$ cat src/hw/rtl/mpjq_pkg.sv
// Package for the min-priority job queue: slot and chain-carry types,
// request and status codes, sequencer state. No dependencies.
`default_nettype none

package mpjq_pkg;

    localparam logic [1:0] REQ_ENQ  = 2'd0;
    localparam logic [1:0] REQ_DEQ  = 2'd1;
    localparam logic [1:0] REQ_PEEK = 2'd2;

    localparam logic [1:0] STATUS_OK    = 2'd0;
    localparam logic [1:0] STATUS_FULL  = 2'd1;
    localparam logic [1:0] STATUS_ZERO  = 2'd2;
    localparam logic [1:0] STATUS_EMPTY = 2'd3;

    typedef struct packed {
        logic [7:0]  pri;
        logic [15:0] pid;
        logic [15:0] job_id;
    } slot_t;

    typedef struct packed {
        logic  found;
        slot_t job;
    } carry_t;

    typedef struct packed {
        logic enq;
        logic shift;
    } cell_ctrl_t;

    typedef enum logic {
        ST_IDLE,
        ST_SCAN
    } state_t;

endpackage

`default_nettype wire

$ cat src/hw/rtl/mpjq_cell.sv
// One queue slot of the min-priority job queue with its stage of the
// minimum-search chain. Depends on mpjq_pkg.
`default_nettype none

module mpjq_cell #(
    parameter int IDX_W    = 4,
    parameter int CELL_IDX = 0
) (
    input  wire                      clk,
    input  wire                      rst_n,
    input  mpjq_pkg::cell_ctrl_t     ctrl,
    input  mpjq_pkg::slot_t          new_job,
    input  wire                      left_busy,
    input  mpjq_pkg::slot_t          right_slot,
    input  wire [IDX_W-1:0]          sel_idx,
    input  mpjq_pkg::carry_t         carry_in,
    input  wire [IDX_W-1:0]          carry_idx_in,
    output mpjq_pkg::carry_t         carry_out,
    output logic [IDX_W-1:0]         carry_idx_out,
    output mpjq_pkg::slot_t          slot
);
    import mpjq_pkg::*;

    slot_t            slot_reg;
    slot_t            slot_next;
    carry_t           carry_reg;
    carry_t           carry_next;
    logic [IDX_W-1:0] cidx_reg;
    logic [IDX_W-1:0] cidx_next;
    logic             busy;
    logic             take_own;

    assign busy     = (slot_reg.pri != 8'd0);
    assign take_own = busy && (!carry_in.found || (slot_reg.pri < carry_in.job.pri));

    always_comb
    begin
        slot_next = slot_reg;
        if (ctrl.enq && !busy && left_busy)
        begin
            slot_next = new_job;
        end
        else if (ctrl.shift && (IDX_W'(CELL_IDX) >= sel_idx))
        begin
            slot_next = right_slot;
        end

        if (take_own)
        begin
            carry_next.found = 1'b1;
            carry_next.job   = slot_reg;
            cidx_next        = IDX_W'(CELL_IDX);
        end
        else
        begin
            carry_next = carry_in;
            cidx_next  = carry_idx_in;
        end
    end

    always_ff @(posedge clk or negedge rst_n)
    begin
        if (!rst_n)
        begin
            slot_reg  <= '0;
            carry_reg <= '0;
            cidx_reg  <= '0;
        end
        else
        begin
            slot_reg  <= slot_next;
            carry_reg <= carry_next;
            cidx_reg  <= cidx_next;
        end
    end

    assign carry_out     = carry_reg;
    assign carry_idx_out = cidx_reg;
    assign slot          = slot_reg;

endmodule

`default_nettype wire

$ cat src/hw/rtl/min_priority_job_queue.sv
// Top level of the min-priority job queue: sequencer, output register and
// the row of mpjq_cell slots. Depends on mpjq_pkg and mpjq_cell.
//
// Usage:
//   Request channel: in_valid / in_stall with req_type, in_priority, in_pid,
//   in_job_id. Result channel: out_valid / out_stall with status,
//   out_priority, out_pid, out_job_id, occupancy. One result per request.
//   Enqueue, and dequeue or peek on an empty queue: the result is in the
//   output register at the edge after the transfer.
//   Dequeue and peek on a held queue run a minimum search that travels
//   one cell per cycle along the row of QUEUE_DEPTH slots and is read at
//   the end of the row; a dequeue then shifts the later slots down in
//   the same cycle as loading the result.
//   One request is in flight at a time; in_stall is high during the search
//   and while a result waits in the output register under out_stall.
//   When out_stall holds a result, the block keeps it and the next request
//   waits. Reset empties all slots and clears out_valid.
`default_nettype none

module min_priority_job_queue #(
    parameter int QUEUE_DEPTH = 16
) (
    input  wire         clk,
    input  wire         rst_n,
    input  wire         in_valid,
    output logic        in_stall,
    input  wire  [1:0]  req_type,
    input  wire  [7:0]  in_priority,
    input  wire  [15:0] in_pid,
    input  wire  [15:0] in_job_id,
    output logic        out_valid,
    input  wire         out_stall,
    output logic [1:0]  status,
    output logic [7:0]  out_priority,
    output logic [15:0] out_pid,
    output logic [15:0] out_job_id,
    output logic [4:0]  occupancy
);
    import mpjq_pkg::*;

    localparam int IDX_W = $clog2(QUEUE_DEPTH);
    localparam int CNT_W = $clog2(QUEUE_DEPTH + 1);

    state_t           state_reg;
    state_t           state_next;
    logic [CNT_W-1:0] held_reg;
    logic [CNT_W-1:0] held_next;
    logic [IDX_W-1:0] cnt_reg;
    logic [IDX_W-1:0] cnt_next;
    logic             deq_reg;
    logic             deq_next;
    logic             out_valid_reg;
    logic             out_valid_next;
    logic [1:0]       status_reg;
    logic [1:0]       status_next;
    slot_t            res_reg;
    slot_t            res_next;
    logic [4:0]       occ_reg;
    logic [4:0]       occ_next;

    cell_ctrl_t       ctrl;
    slot_t            new_job;
    logic             accept;
    logic             out_free;
    logic             full;

    slot_t            slot_w   [QUEUE_DEPTH+1];
    carry_t           carry_w  [QUEUE_DEPTH+1];
    logic [IDX_W-1:0] cidx_w   [QUEUE_DEPTH+1];
    logic             lbusy_w  [QUEUE_DEPTH];

    assign slot_w[QUEUE_DEPTH] = '0;
    assign carry_w[0]          = '0;
    assign cidx_w[0]           = '0;
    assign new_job             = '{pri: in_priority, pid: in_pid, job_id: in_job_id};

    for (genvar i = 0; i < QUEUE_DEPTH; i++)
    begin : g_cell
        if (i == 0)
        begin : g_first
            assign lbusy_w[i] = 1'b1;
        end
        else
        begin : g_rest
            assign lbusy_w[i] = (slot_w[i-1].pri != 8'd0);
        end

        mpjq_cell #(
            .IDX_W    (IDX_W),
            .CELL_IDX (i)
        ) u_cell (
            .clk           (clk),
            .rst_n         (rst_n),
            .ctrl          (ctrl),
            .new_job       (new_job),
            .left_busy     (lbusy_w[i]),
            .right_slot    (slot_w[i+1]),
            .sel_idx       (cidx_w[QUEUE_DEPTH]),
            .carry_in      (carry_w[i]),
            .carry_idx_in  (cidx_w[i]),
            .carry_out     (carry_w[i+1]),
            .carry_idx_out (cidx_w[i+1]),
            .slot          (slot_w[i])
        );
    end

    assign out_free = !out_valid_reg || !out_stall;
    assign in_stall = (state_reg != ST_IDLE) || (out_valid_reg && out_stall);
    assign accept   = in_valid && !in_stall;
    assign full     = (held_reg == CNT_W'(QUEUE_DEPTH));

    always_comb
    begin
        state_next     = state_reg;
        held_next      = held_reg;
        cnt_next       = cnt_reg;
        deq_next       = deq_reg;
        out_valid_next = out_valid_reg && out_stall;
        status_next    = status_reg;
        res_next       = res_reg;
        occ_next       = occ_reg;
        ctrl           = '0;

        case (state_reg)
            ST_IDLE:
            begin
                if (accept)
                begin
                    if (req_type == REQ_ENQ)
                    begin
                        out_valid_next = 1'b1;
                        res_next       = '0;
                        if (full)
                        begin
                            status_next = STATUS_FULL;
                        end
                        else if (in_priority == 8'd0)
                        begin
                            status_next = STATUS_ZERO;
                        end
                        else
                        begin
                            status_next = STATUS_OK;
                            ctrl.enq    = 1'b1;
                            held_next   = held_reg + CNT_W'(1);
                        end
                        occ_next = 5'(held_next);
                    end
                    else if (held_reg == '0)
                    begin
                        out_valid_next = 1'b1;
                        res_next       = '0;
                        status_next    = STATUS_EMPTY;
                        occ_next       = '0;
                    end
                    else
                    begin
                        state_next = ST_SCAN;
                        cnt_next   = '0;
                        deq_next   = (req_type == REQ_DEQ);
                    end
                end
            end
            ST_SCAN:
            begin
                if (cnt_reg != IDX_W'(QUEUE_DEPTH - 1))
                begin
                    cnt_next = cnt_reg + IDX_W'(1);
                end
                else if (out_free)
                begin
                    out_valid_next = 1'b1;
                    status_next    = STATUS_OK;
                    res_next       = carry_w[QUEUE_DEPTH].job;
                    if (deq_reg)
                    begin
                        ctrl.shift = 1'b1;
                        held_next  = held_reg - CNT_W'(1);
                    end
                    occ_next   = 5'(held_next);
                    state_next = ST_IDLE;
                end
            end
            default:
            begin
                state_next = ST_IDLE;
            end
        endcase
    end

    always_ff @(posedge clk or negedge rst_n)
    begin
        if (!rst_n)
        begin
            state_reg     <= ST_IDLE;
            held_reg      <= '0;
            cnt_reg       <= '0;
            deq_reg       <= 1'b0;
            out_valid_reg <= 1'b0;
        end
        else
        begin
            state_reg     <= state_next;
            held_reg      <= held_next;
            cnt_reg       <= cnt_next;
            deq_reg       <= deq_next;
            out_valid_reg <= out_valid_next;
        end
    end

    always_ff @(posedge clk)
    begin
        status_reg <= status_next;
        res_reg    <= res_next;
        occ_reg    <= occ_next;
    end

    assign out_valid    = out_valid_reg;
    assign status       = status_reg;
    assign out_priority = res_reg.pri;
    assign out_pid      = res_reg.pid;
    assign out_job_id   = res_reg.job_id;
    assign occupancy    = occ_reg;

endmodule

`default_nettype wire

$ cat config.mk
export PLATFORM = sky130hd
export DESIGN_NAME = min_priority_job_queue
export DESIGN_NICKNAME = d
export VERILOG_FILES = /design/src/hw/rtl/mpjq_pkg.sv /design/src/hw/rtl/mpjq_cell.sv /design/src/hw/rtl/min_priority_job_queue.sv
export SDC_FILE = /design/constraint.sdc
export NUM_CORES = 2
export LEC_CHECK = 0
export ABC_AREA = 0
export BUFFER_PORTS_ARGS = -buffer_cell sky130_fd_sc_hd__buf_2
export CORE_ASPECT_RATIO = 1.75
export CORE_MARGIN = 10
export CORE_UTILIZATION = 45
export DETAILED_ROUTE_END_ITERATION = 8
export PLACE_DENSITY = 0.62
export SYNTH_ARGS = -nofsm -noshare
export SYNTH_HDL_FRONTEND = slang
export SYNTH_SLANG_ARGS = --single-unit
$ cat constraint.sdc
create_clock -name clk -period 12.05 [get_ports clk]
set_input_delay 0 -clock clk [delete_from_list [all_inputs] [get_ports clk]]
set_output_delay 0 -clock clk [all_outputs]
set_load 0.03 [all_outputs]
==> impl_metrics.py <==
metrics = {
    "die": {
        "core_um2": 131200,
        "rows": 176,
        "io_pins": 95,
        "die_x_um": 294.3,
        "die_h_um": 500.0,
        "die_area_um2": 147200,
        "start_util_pct": 45.15,
    },
    "cts": {
        "clk_latency_ps": 750,
        "htreeDepth": 3,
        "cts_resized": 0,
        "clk_pin_slew_ps": 70,
        "clockBufferDepth": 3,
        "cts_buffers": 121,
        "cts-root-buf": "clkbuf_16",
        "clock-sinks": 1403,
        "cts_tree": "built",
    },
    "synth": {
        "synth.distinct_cells": 72,
        "syn_inst": 5222,
        "avgSynthCellArea_um2": 11.35,
        "syn-num-nets": 5376,
        "yosysSeqAreaShare_pct": 59.65,
        "synth-seq-cells": 1403,
        "yosys_warnings": 0,
        "async_flop_share_pct": 96.65,
        "synth_top_flop_cell": "dfrtp_1",
        "synth_edf_count": 47,
        "synth.cell_area_um2": 59260,
    },
    "global_routing": {
        "grt_pass1_vias": 39548,
        "antenna_found_initial": 1,
        "track_usage_pct": 18.23,
        "grt_max_degree": 186,
        "grt_pass1_wl_um": 220000,
        "grt-ovfl-total": 0,
    },
    "timing": {
        "setup_viol": 0,
        "skew_ps": 17.54,
        "min_period_ps": 3423,
        "period_share_pct": 28.41,
        "timing.fmax_mhz": 292.1,
        "tns_ps": 0,
        "rsz0062_at_grt": "no",
        "fin_ws_ps": 8627,
        "worst_pin_slew_ps": 1139,
        "relSlewSlack_pct": 23.25,
        "hold_viol": 0,
        "whs_ps": 200.1,
        "slew_viol_final": 0,
    },
    "setup_path": {
        "crit_start": "held_reg[1]",
        "crit_path_end_kind": "flip-flop",
        "cp.required_ps": 12620,
        "cp-start-kind": "flip-flop",
        "crit_fanout": 64,
        "critical_path_class": "reg2reg",
        "r2r-start": "held_reg[1]",
        "cp_data_arrival_time_ps": 3990,
    },
    "drt": {
        "ant_nets": 0,
        "avgViaCountPerCell": 5.407,
        "drt-pass1-iter-count": 6,
        "wl_per_cell_um": 19.11,
        "drt-initial-drc-count": 2489,
        "drcViolationCount": 0,
        "vias": 37743,
        "drt-total-wl_um": 133400,
    },
    "pwr": {
        "powerDensity_nw_per_um2": 279.1,
        "total_power_mw": 18.35,
        "ir_drop_v": 0.0003172,
        "cellLeakagePower_nw": 31.48,
    },
    "finish": {
        "register_area_um2": 35350,
        "multi_input_area_um2": 22000,
        "largest_register_ffs": 655,
        "syn_to_final_growth_pct": 10.96,
        "final_common_cell": "dfrtp_1",
        "final_cell_mix": "dfrtp_1, nand2_1, nor2_1",
        "final_area_um2": 65750,
        "fillers": 11321,
        "instances_no_fill": 6981,
        "drive_gt1_share_pct": 16.18,
        "utilization_pct": 50.10,
        "fin_nets": 5340,
    },
    "placed_design": {
        "hpwl_um": 88920,
        "port_buffers": 94,
        "gp_congestion": 0.8095,
        "placed_cells": 6705,
        "placed_cell_area_um2": 61030,
        "dp_slack_ps": 8612,
    },
    "hold_path": {
        "min_from": "in_priority[0]",
        "hp-class": "in2reg",
    },
    "run": {
        "cap_viol_max_count": 0,
    },
    "run_status": {
        "status": "complete, no violations",
    },
}
## cell families (layout without fill, tap and decap cells)
group	Yosys count	after routing	share of synthesized area, %
simple gates	1583	1583	11.43
other cells	0	1	0
compound gates	996	996	11.46
flops	1403	1403	59.65
xor+xnor	7	7	0.1035
fa+ha+maj	108	108	2.280
mux	618	618	11.45
buf+inv	507	574	3.630
## synthesized netlist by cell type, types with 9 or more instances
library cell | count | area share, %
a2111oi_0 | 13 | 0.19
a211o_1 | 11 | 0.16
a21o_1 | 73 | 0.92
a21oi_1 | 98 | 0.83
a22o_1 | 128 | 1.9
a22oi_1 | 63 | 0.80
a31oi_1 | 255 | 2.7
and2_1 | 87 | 0.92
buf_2 | 118 | 1.0
buf_4 | 20 | 0.25
clkbuf_1 | 221 | 1.4
dfrtp_1 | 1356 | 57
edfxtp_1 | 47 | 2.4
ha_1 | 108 | 2.3
inv_1 | 139 | 0.88
mux2_1 | 76 | 1.4
mux2_2 | 405 | 7.7
mux2i_1 | 137 | 2.3
nand2_1 | 824 | 5.2
nand2b_1 | 30 | 0.32
nand3_1 | 20 | 0.17
nand4_1 | 18 | 0.19
nor2_1 | 483 | 3.1
nor2b_1 | 9 | 0.095
nor4_1 | 12 | 0.13
o21a_1 | 26 | 0.33
o21ai_0 | 137 | 1.2
o21ai_1 | 18 | 0.15
o221ai_1 | 16 | 0.24
o22ai_1 | 61 | 0.64
o2bb2ai_1 | 56 | 0.83
o31ai_1 | 13 | 0.16
or2_2 | 18 | 0.19
or3_1 | 13 | 0.14
or4_1 | 23 | 0.29
## layout make-up
class / count / area share, %
sequential: 1403 / 53.76
multi-input combinational: 3312 / 33.47
clock buffer: 176 / 5.597
tap: 1691 / 3.218
timing repair buffer: 209 / 2.360
clock inverter: 50 / 0.8031
inverter: 139 / 0.7935
antenna: 1 / 0.003806
## worst paths after layout
path	cells past startpoint	slack (ps)	to
min in group asynchronous	4	490	g_cell[1].u_cell.slot[39]
worst min-delay path	4	200	g_cell[0].u_cell.slot[32]
worst min register to register	0	410	g_cell[0].u_cell.carry_out[33]
max in group asynchronous	5	9660	g_cell[14].u_cell.carry_out[9]
worst max register to register	7	8630	g_cell[1].u_cell.slot[6]
worst max-delay path	7	8630	g_cell[1].u_cell.slot[6]
## metal layers
metal  vias to the layer above  global-route usage, %  routed length (µm)
met1                     18802                  22.21               55530
met5                         -                      0                   0
li1                      17983                      -                   -
met4                         0                  5.906                3532
met3                       222                  2.166                4529
met2                       736                  33.04               69790
## worst max-delay path, cell delays in order, from the launching register on
cell and delay [ps]:
dfrtp_1 460, inv_1 90, ha_1 240, nor4bb_1 190
a21oi_2 840, nand4_4 950, nor2_1 330, a31oi_1 80
## report_power, final
part	leakage [nW]	internal (mW)	switching (mW)	total [mW]
combinational	11.5	3.08	3.48	6.56
sequential	17.9	6.61	1.07	7.68
clock	2.09	2.29	1.81	4.11
## repair_timing
item / in CTS / in global routing
buffers inserted: 0 / 0
hold buffers: 49 / 0
hold endpoints to repair: 739 / 0
Note: power is estimated with default switching activity, not from simulation.
